`config.mk`:
```
export PLATFORM = sky130hd
export DESIGN_NAME = ripple_peak_travel_counter_core
export DESIGN_NICKNAME = d
export VERILOG_FILES = /design/src/design/rptc_pkg.sv /design/src/design/rptc_out_buf.sv /design/src/design/ripple_peak_travel_counter_core.sv
export SDC_FILE = /design/constraint.sdc
export NUM_CORES = 1
export LEC_CHECK = 0
export BUFFER_PORTS_ARGS = -buffer_cell sky130_fd_sc_hd__clkbuf_2
export CAP_MARGIN = 30
export CELL_PAD_IN_SITES_DETAIL_PLACEMENT = 0
export CELL_PAD_IN_SITES_GLOBAL_PLACEMENT = 1
export CORE_UTILIZATION = 47
export DETAILED_ROUTE_END_ITERATION = 6
export PLACE_DENSITY_LB_ADDON = 0.05
export SETUP_SLACK_MARGIN = 0.15
export SLEW_MARGIN = 10
export SYNTH_ARGS = -nofsm -noshare
export SYNTH_HDL_FRONTEND = slang
export SYNTH_HIERARCHICAL = 1
export SYNTH_SLANG_ARGS = --single-unit
```
`constraint.sdc`:
```
create_clock -name clk_i -period 7.2 [get_ports clk_i]
set_input_delay 0.72 -clock clk_i [delete_from_list [all_inputs] [get_ports clk_i]]
set_output_delay 0.72 -clock clk_i [all_outputs]
set_load 0.02 [all_outputs]
```
`src/design/rptc_pkg.sv`:
```
// ----------------------------------------------------------------------------
// rptc_pkg
// Shared constants, command codes and result layout for the ripple peak
// travel counter.
// ----------------------------------------------------------------------------
`timescale 1ns / 1ps
`default_nettype none

package rptc_pkg;

  localparam int unsigned SAMPLE_BITS    = 10;
  localparam int unsigned REFR_BITS      = 5;
  localparam int unsigned REFRACTORY_CAP = 16;
  localparam int unsigned SPACING_BITS   = 4;
  localparam int unsigned COUNT_BITS     = 16;
  localparam int unsigned TARGET_BITS    = 15;
  localparam int unsigned POS_BITS       = 16;

  localparam int unsigned IN_TDATA_W  = 32;
  localparam int unsigned IN_TUSER_W  = 2;
  localparam int unsigned OUT_TDATA_W = 40;

  localparam logic [SPACING_BITS-1:0] SPACING_RESET = SPACING_BITS'(3);

  typedef enum logic [IN_TUSER_W-1:0] {
    CMD_SAMPLE = 2'd0,
    CMD_START  = 2'd1,
    CMD_CLEAR  = 2'd2,
    CMD_RSVD   = 2'd3
  } cmd_e;

  typedef struct packed {
    logic                       [4:0] pad;
    logic signed [POS_BITS-1:0]       position;
    logic        [COUNT_BITS-1:0]     peaks_counted;
    logic                             counting_active;
    logic                             stop_motor;
    logic                             peak_seen;
  } result_t;

endpackage

`default_nettype wire

```
`src/design/rptc_out_buf.sv`:
```
// ----------------------------------------------------------------------------
// rptc_out_buf
// Two-entry result buffer: output register plus skid stage.
// ----------------------------------------------------------------------------
`timescale 1ns / 1ps
`default_nettype none

module rptc_out_buf (
  input  wire logic                             clk_i,
  input  wire logic                             rst_ni,
  input  wire logic                             in_valid_i,
  output logic                                  in_ready_o,
  input  wire logic [rptc_pkg::OUT_TDATA_W-1:0] in_data_i,
  output logic                                  out_valid_o,
  input  wire logic                             out_ready_i,
  output logic      [rptc_pkg::OUT_TDATA_W-1:0] out_data_o
);
  import rptc_pkg::*;

  logic                   out_valid_q, out_valid_d;
  logic                   skid_valid_q, skid_valid_d;
  logic [OUT_TDATA_W-1:0] out_data_q, out_data_d;
  logic [OUT_TDATA_W-1:0] skid_data_q, skid_data_d;
  logic                   push, pop;

  assign in_ready_o  = !skid_valid_q;
  assign out_valid_o = out_valid_q;
  assign out_data_o  = out_data_q;
  assign push        = in_valid_i && in_ready_o;
  assign pop         = out_valid_q && out_ready_i;

  always_comb begin
    out_valid_d  = out_valid_q;
    skid_valid_d = skid_valid_q;
    out_data_d   = out_data_q;
    skid_data_d  = skid_data_q;
    if (pop) begin
      if (skid_valid_q) begin
        out_data_d   = skid_data_q;
        skid_valid_d = 1'b0;
      end else begin
        out_valid_d = 1'b0;
      end
    end
    if (push) begin
      if (!out_valid_q || (pop && !skid_valid_q)) begin
        out_data_d  = in_data_i;
        out_valid_d = 1'b1;
      end else begin
        skid_data_d  = in_data_i;
        skid_valid_d = 1'b1;
      end
    end
  end

  always_ff @(posedge clk_i or negedge rst_ni) begin
    if (!rst_ni) begin
      out_valid_q  <= 1'b0;
      skid_valid_q <= 1'b0;
    end else begin
      out_valid_q  <= out_valid_d;
      skid_valid_q <= skid_valid_d;
    end
  end

  always_ff @(posedge clk_i) begin
    out_data_q  <= out_data_d;
    skid_data_q <= skid_data_d;
  end

endmodule

`default_nettype wire

```
`src/design/ripple_peak_travel_counter_core.sv`:
```
// ----------------------------------------------------------------------------
// ripple_peak_travel_counter_core
// Counts motor current ripple peaks and tracks signed actuator travel.
// ----------------------------------------------------------------------------
// Each accepted sample beat updates the window, refractory count, peak count
// and position in the cycle it is accepted; start beats set the target and
// clear beats clear the count and position. Every beat yields one result
// via a two-entry output buffer; a new beat is taken every cycle until
// two results are pending. min_peak_spacing is written through cfg_we_i;
// the user must write it only while idle, the block does not enforce this.
`timescale 1ns / 1ps
`default_nettype none

module ripple_peak_travel_counter_core (
  input  wire logic                                 clk_i,
  input  wire logic                                 rst_ni,
  input  wire logic                                 cfg_we_i,
  input  wire logic [rptc_pkg::SPACING_BITS-1:0]    cfg_wdata_i,
  input  wire logic                                 s_axis_tvalid_i,
  output logic                                      s_axis_tready_o,
  // [9:0] current_sample, [24:10] travel_count, [25] retract, [31:26] zero
  input  wire logic [rptc_pkg::IN_TDATA_W-1:0]      s_axis_tdata_i,
  // [1:0] command
  input  wire logic [rptc_pkg::IN_TUSER_W-1:0]      s_axis_tuser_i,
  output logic                                      m_axis_tvalid_o,
  input  wire logic                                 m_axis_tready_i,
  // [0] peak_seen, [1] stop_motor, [2] counting_active, [18:3] peaks_counted,
  // [34:19] position, [39:35] zero
  output logic      [rptc_pkg::OUT_TDATA_W-1:0]     m_axis_tdata_o
);
  import rptc_pkg::*;

  logic [SPACING_BITS-1:0] spacing_q;
  logic [SAMPLE_BITS-1:0]  w1_q, w1_d, w2_q, w2_d;
  logic [REFR_BITS-1:0]    refr_q, refr_d, refr_inc;
  logic [COUNT_BITS-1:0]   count_q, count_d, count_pk;
  logic                    armed_q, armed_d;
  logic [POS_BITS-1:0]     pos_q, pos_d, pos_pk;
  logic [TARGET_BITS-1:0]  target_q, target_d;
  logic                    retr_q, retr_d;
  logic                    accept, peak, stop, is_peak;
  logic [SAMPLE_BITS-1:0]  smp;
  cmd_e                    cmd;
  result_t                 res;

  assign accept = s_axis_tvalid_i && s_axis_tready_o;
  assign cmd    = cmd_e'(s_axis_tuser_i);
  assign smp    = s_axis_tdata_i[SAMPLE_BITS-1:0];

  assign refr_inc = (refr_q < REFR_BITS'(REFRACTORY_CAP)) ? refr_q + REFR_BITS'(1) : refr_q;
  assign is_peak  = (w1_q != '0) &&
                    (((w2_q >= w1_q) && (w2_q > smp)) || ((w2_q > w1_q) && (w2_q >= smp)));

  always_comb begin
    w1_d     = w1_q;
    w2_d     = w2_q;
    refr_d   = refr_q;
    count_d  = count_q;
    armed_d  = armed_q;
    pos_d    = pos_q;
    target_d = target_q;
    retr_d   = retr_q;
    peak     = 1'b0;
    stop     = 1'b0;
    count_pk = count_q;
    pos_pk   = pos_q;
    case (cmd)
      CMD_SAMPLE: begin
        w1_d   = w2_q;
        w2_d   = smp;
        refr_d = refr_inc;
        peak   = is_peak && armed_q && (refr_inc > {1'b0, spacing_q});
        if (peak) begin
          count_pk = count_q + COUNT_BITS'(1);
          pos_pk   = retr_q ? pos_q - POS_BITS'(1) : pos_q + POS_BITS'(1);
          refr_d   = '0;
        end
        stop    = count_pk > {1'b0, target_q};
        count_d = stop ? '0 : count_pk;
        armed_d = stop ? 1'b0 : armed_q;
        if (stop) begin
          pos_d = retr_q ? pos_pk + POS_BITS'(1) : pos_pk - POS_BITS'(1);
        end else begin
          pos_d = pos_pk;
        end
      end
      CMD_START: begin
        target_d = s_axis_tdata_i[SAMPLE_BITS +: TARGET_BITS];
        retr_d   = s_axis_tdata_i[SAMPLE_BITS + TARGET_BITS];
        armed_d  = 1'b1;
        count_d  = '0;
      end
      CMD_CLEAR: begin
        count_d = '0;
        pos_d   = '0;
      end
      default: begin
      end
    endcase
  end

  always_comb begin
    res                 = '0;
    res.peak_seen       = peak;
    res.stop_motor      = stop;
    res.counting_active = armed_d;
    res.peaks_counted   = count_d;
    res.position        = signed'(pos_d);
  end

  always_ff @(posedge clk_i or negedge rst_ni) begin
    if (!rst_ni) begin
      spacing_q <= SPACING_RESET;
    end else if (cfg_we_i) begin
      spacing_q <= cfg_wdata_i;
    end
  end

  always_ff @(posedge clk_i or negedge rst_ni) begin
    if (!rst_ni) begin
      w1_q     <= '0;
      w2_q     <= '0;
      refr_q   <= '0;
      count_q  <= '0;
      armed_q  <= 1'b0;
      pos_q    <= '0;
      target_q <= '0;
      retr_q   <= 1'b0;
    end else if (accept) begin
      w1_q     <= w1_d;
      w2_q     <= w2_d;
      refr_q   <= refr_d;
      count_q  <= count_d;
      armed_q  <= armed_d;
      pos_q    <= pos_d;
      target_q <= target_d;
      retr_q   <= retr_d;
    end
  end

  rptc_out_buf u_out_buf (
    .clk_i       (clk_i),
    .rst_ni      (rst_ni),
    .in_valid_i  (s_axis_tvalid_i),
    .in_ready_o  (s_axis_tready_o),
    .in_data_i   (res),
    .out_valid_o (m_axis_tvalid_o),
    .out_ready_i (m_axis_tready_i),
    .out_data_o  (m_axis_tdata_o)
  );

`ifndef SYNTH
  a_refr_cap: assert property (@(posedge clk_i) disable iff (!rst_ni)
    refr_q <= REFR_BITS'(REFRACTORY_CAP))
    else $error("refractory count above cap");

  a_stop_disarms: assert property (@(posedge clk_i) disable iff (!rst_ni)
    (accept && stop) |=> (!armed_q && (count_q == '0)))
    else $error("stop did not disarm and clear count");

  a_count_bound: assert property (@(posedge clk_i) disable iff (!rst_ni)
    count_q <= {1'b0, target_q} || !armed_q || count_q == '0)
    else $error("peak count beyond target while armed");

  a_stall_has_result: assert property (@(posedge clk_i) disable iff (!rst_ni)
    !s_axis_tready_o |-> m_axis_tvalid_o)
    else $error("input stalled with no result pending");
`endif

endmodule

`default_nettype wire

```
Word level (Yosys, flattened, before mapping) --
Index checks and enable logic that the tools add are counted.
Storage, ports and cells: input bits 43, logic and storage cells 74, register bits after elaboration 155
Operators by class: reductions and logical operators 18, magnitude comparators 7, equality and inequality tests 2, mux-type cells 27, $add $sub $neg 6, bitwise logic cells 1
Operator list (count):
- two-way mux 40 bit | 4
- two-way mux 16 bit | 8
- one-hot mux 16 bit (2 select lines) | 2
- adder 16 x 1 -> 16 bit, second input constant | 3
- subtractor 16 x 1 -> 16 bit, second input constant | 2
- >= comparator 10 bit | 2
- greater-than comparator 10 bit | 2
- greater-than comparator 16 x 15 -> 1 bit | 1
- two-way mux 1 bit | 10
- two-way mux 5 bit | 2
- nonzero test 10 bit | 1
- logical AND 1 bit | 8
- AND reduction 2 bit | 3
- adder 5 x 1 -> 5 bit, second input constant | 1
- greater-than comparator 5 x 4 -> 1 bit | 1
- less-than comparator 5 bit, second input constant | 1
- equality test 2 x 1 -> 1 bit, second input constant | 1
- equality test 2 bit, second input constant | 1
- zero test 1 bit | 2
- zero test 2 bit | 1
- logical OR 1 bit | 2
- one-hot mux 1 bit (2 select lines) | 1
- OR reduction 2 bit | 1
- inverter 1 bit | 1

Logic depth before layout (Yosys ltp) --
depth after elaboration 14, depth in mapped cells 29, mapped depth without buffers 28

By module --
Netlist, hierarchy kept.
By module, submodules not included:
- ripple_peak_travel_counter_core | seq. area each 1954.4 um^2, area each 6344.8 um^2, cells an instance 726, instances 1
- rptc_out_buf | seq. area each 2052.0 um^2, area each 3060.4 um^2, cells an instance 278, instances 1

Worst setup path before layout --
OpenSTA, ideal clock, no wires.
path type register to register, start register refr_q[0], end register u_out_buf.out_data_q[34] (netlist: u_out_buf/out_data_o[34]), path slack 1.551 ns, cell stages (with the launch flop) 28, setup time 0.074 ns, required time 7.126 ns, arrival time 5.574 ns, path through dfrtp_1 -> ha_1 -> mux2_2 -> ha_1 -> nor2b_1 -> o31ai_1 -> a21oi_1 -> o21ai_1 -> nor2_1 -> clkbuf_1 -> buf_1 -> mux2i_1 -> inv_1 -> ha_1 -> nor2b_1 -> o21a_1 -> o21a_1 -> o21ai_0 -> a211oi_1 -> o21ai_0 -> nand2_1 -> nand2_1 -> o21ai_0 -> a211o_1 -> or4_1 -> o211ai_1 -> nor3_1 -> a31oi_1
Between the ends: longest elaborated chain between the ends 12
RTL lines:
- start: declaration | line ripple_peak_travel_counter_core.sv:35 | logic [REFR_BITS-1:0] refr_q, refr_d, refr_inc;
- start signal: assignment | line ripple_peak_travel_counter_core.sv:132 | refr_q <= refr_d;
- adder 5 x 1 -> 5 bit or less-than comparator 5 bit (tied branches) | line ripple_peak_travel_counter_core.sv:50 | assign refr_inc = (refr_q < REFR_BITS'(REFRACTORY_CAP)) ? refr_q + REFR_BITS'(1) : refr_q;
- two-way mux 5 bit * | line ripple_peak_travel_counter_core.sv:50
- greater-than comparator 5 x 4 -> 1 bit * | line ripple_peak_travel_counter_core.sv:72 | peak = is_peak && armed_q && (refr_inc > {1'b0, spacing_q});
- logical AND 1 bit * | line ripple_peak_travel_counter_core.sv:72
- two-way mux 16 bit | line ripple_peak_travel_counter_core.sv:73 | if (peak) begin
- two-way mux 16 bit | line ripple_peak_travel_counter_core.sv:67 | case (cmd)
- subtractor 16 x 1 -> 16 bit or adder 16 x 1 -> 16 bit (tied branches) | line ripple_peak_travel_counter_core.sv:82 | pos_d = retr_q ? pos_pk + POS_BITS'(1) : pos_pk - POS_BITS'(1);
- two-way mux 16 bit | line ripple_peak_travel_counter_core.sv:82
- two-way mux 16 bit * | line ripple_peak_travel_counter_core.sv:81 | if (stop) begin
- one-hot mux 16 bit (2 select lines) * | line ripple_peak_travel_counter_core.sv:67
- net pos_d[15] | line ripple_peak_travel_counter_core.sv:38 | logic [POS_BITS-1:0] pos_q, pos_d, pos_pk;
- two-way mux 40 bit * | line rptc_out_buf.sv:46 | if (!out_valid_q || (pop && !skid_valid_q)) begin
- two-way mux 40 bit * | line rptc_out_buf.sv:45 | if (push) begin
- net u_out_buf.out_data_d[34] | line rptc_out_buf.sv:22 | logic [OUT_TDATA_W-1:0] out_data_q, out_data_d;
- end signal: assignment | line rptc_out_buf.sv:67 | out_data_q <= out_data_d;
- end: declaration | line rptc_out_buf.sv:22
The timed path passes the listed nets; every way through them passes the cells marked *. The select of a mux whose other input is x is not followed. A chain may end at the register's enable or synchronous reset.

Worst setup path in the final report --
Same ends and word-level chain as after synthesis.

==> results.toml <==
[status]
status = "complete, no violations"

[drt]
met1_length_um = 11600
wl_per_cell_um = 16.4
wl_met2_um = 9620
vias = 7393
routed_via_density = 5.46
totalWireLength_um = 22300
drc_errors = 0
routed.top_layer = "met4"
drt-initial-drc-count = 371
wl_met3_um = 850
first_pass_iters = 5
ant_nets = 0

[critical_path]
path_class = "flop to flop"
crit_required_ns = 7.51
startpoint_type = "flop"
crit_slowest_cell = "dfrtp_1"
slowest_delay_ns = 0.43
path_max_fanout = 27
crit_path_end_kind = "flop"
worstPathArrival_ns = 6.41

[final_layout]
final_cells = 1355
register_area_mm2 = 0.00401
fin_nets = 1191
multi_input_area_mm2 = 0.00501
fillers = 1855
drive_gt1_share_pct = 17.5
area_delta_synth_final_pct = 14.1
antenna_cells = 0

[power_and_ir_drop]
power_density_mw_per_mm2 = 405
power.leakage_uw = 0.00486
ir_worst_vdd_mv = 0.184
power_uw = 4340

[timing]
slew_violations = 0
worst_clock_skew_ns = 0.0172
fin_crit_sh_pct = 84.7
final_hold_viol_count = 0
rsz0062_at_grt = "no"
setup_tns_ns = 0
maxSlewHeadroom_pct = 47.6
period_minus_slack_ns = 6.10
fin_ws_ns = 1.10
setup_viol = 0
clock.fmax_ghz = 0.164
worst-slew-pin-transition_ns = 0.786
holdWs_ns = 0.161

[clock_tree]
cts_setup_buffers = 0
clockRootBuffer = "clkbuf_16"
cts_made_buffers = 17
clock_path_buffers = 2
cts_sinks = 160
ctsHoldBuffers = 0
cts_tree = "yes"
clkSlewWorstSetupHoldPaths_ns = 0.08
h-tree-depth = 4
clk_latency_ns = 0.45
ctsResizeCount = 0

[logic_synthesis]
synth_edf_count = 40
synth_warnings = 6
synth_top_cell_by_area = "dfrtp_1"
ys_ff_latch = 160
syn_inst = 1004
synth_commonest_cells = "159 x nand2_1, 78 x dfrtp_1, 69 x ha_1"
synth_top_area_share_pct = 20.8
ys.flop_type = "dfrtp_1"
syn_area_per_cell_um2 = 9.37
yosysUniqueCellTypes = 67
async_reset_ff_share_pct = 50.0
yosysMostFrequentCell = "nand2_1"
synth_seq_area_share_pct = 42.6
netlist_area_mm2 = 0.00941
synth_area_leaders = "dfrtp_1 21%, edfxtp_1 13%, ha_1 9.2%, dfxtp_1 8.5%, nand2_1 6.3%"

[placed_design]
port-buffer-count = 78
post-place-ws_ns = 1.07
dpl.cell_count = 1322
hpwl_um = 15700
gp_congestion = 0.846

[floorplanning]
die_h_um = 143
start_util_pct = 48.2
die-area_mm2 = 0.0206
ioPinCount = 85
rows = 51
die_width_um = 143
core_mm2 = 0.0195

[global_routing]
antenna_found_initial = 0
first_global_vias = 7148
grt-ovfl-total = 0
grt_pass1_wl_um = 37300
grt_usage_pct = 23.3
grt_max_degree = 62

[worst_hold_path]
hold_path_class = "input pin to async pin"

[run]
maxCapViolations = 0
[flip-flops by register name (all words and copies together) (netlist names)]
register / flops
u_out_buf/skid_valid_q: 1
u_out_buf/out_data_o: 40
armed_q: 1
spacing_q: 4
retr_q: 1
refr_q: 5
pos_q: 16
u_out_buf/skid_data_q: 40
u_out_buf/out_valid_o: 1
target_q: 15
w2_q: 10
count_q: 16
w1_q: 10
[cell usage in the layout (no fill, tap or decap), types with 29 or more instances in the layout]
cell type / netlist / final
nand2_1: 159 / 159
nor2_1: 46 / 44
xnor2_1: 29 / 29
nor3_1: 47 / 47
o21ai_0: 68 / 68
a31oi_1: 32 / 32
clkbuf_2: 0 / 77
ha_1: 69 / 69
a21oi_1: 48 / 48
edfxtp_1: 40 / 40
inv_1: 54 / 54
dfrtp_1: 78 / 78
dfxtp_1: 40 / 40
mux2_2: 36 / 36
[metal layers]
metal / vias to the layer above / track usage (%)
met5: - / 0
met4: 0 / 5.26
met3: 15 / 4.30
met2: 144 / 35.7
met1: 3472 / 34.0
li1: 3762 / -
[stage by stage]
step,util [%],instance area [um2]
3_5_place_dp,51.7,10100
3_3_place_gp,51.5,10100
6_report,55.0,10700
2_1_floorplan,-,9440
5_1_grt,55.0,10700
4_1_cts,54.9,10700
[report_power, final]
part           internal, uW  switching (uW)
Clock                   472             450
Combinational           827            1190
Sequential             1220             184
[final timing paths]
| kind | startpoint | endpoint | slack (ns) | depth (start not counted) |
|---|---|---|---|---|
| worst max-delay path | refr_q[0]$_DFFE_PN0P_ | u_out_buf/out_data_o[34]$_DFF_P_ | 1.10 | 27 |
| worst min-delay path | rst_ni | spacing_q[2]$_DFFE_PN0P_ | 0.16 | 1 |
| worst max register to register | refr_q[0]$_DFFE_PN0P_ | u_out_buf/out_data_o[34]$_DFF_P_ | 1.10 | 27 |
| worst min register to register | u_out_buf/out_data_o[30]$_DFF_P_ | u_out_buf/out_data_o[30]$_DFF_P_ | 0.48 | 2 |
| max in group asynchronous | rst_ni | spacing_q[1]$_DFFE_PN1P_ | 6.41 | 2 |
| min in group clk_i | cfg_wdata_i[1] | spacing_q[1]$_DFFE_PN1P_ | 0.48 | 3 |
[critical path: cells and delay by family (launching register included)]
family,cells,cell delay (ns)
DFF,1,0.43
AOI/OAI and AO/OA,10,1.89
xor gates and xnor gates,1,0.34
muxes,1,0.27
adders and majority gates,3,0.80
buffers and inverters,1,0.22
and+or+nand+nor,11,2.02
[cell families (layout without fill, tap and decap cells)]
kind of cell,count (synthesis),count (layout),synth area share (%)
AND/OR/NAND/NOR,326,326,15.6
AO/OA/AOI/OAI,256,256,18.6
flip-flops,160,160,42.6
buffers and inverters,105,182,4.55
adder cells (fa/ha/maj),71,71,9.60
multiplexers,43,43,5.11
XOR/XNOR,42,42,3.91
other,1,10,0.0399
[cell type report]
class	count	area share, %
Multi-Input combinational cell	748	46.7
Sequential cell	160	37.3
Timing Repair Buffer	96	5.22
Clock buffer	17	3.96
Tap cell	265	3.09
Inverter	54	1.89
Clock inverter	15	1.76
Note: power is estimated with default switching activity, not from simulation.
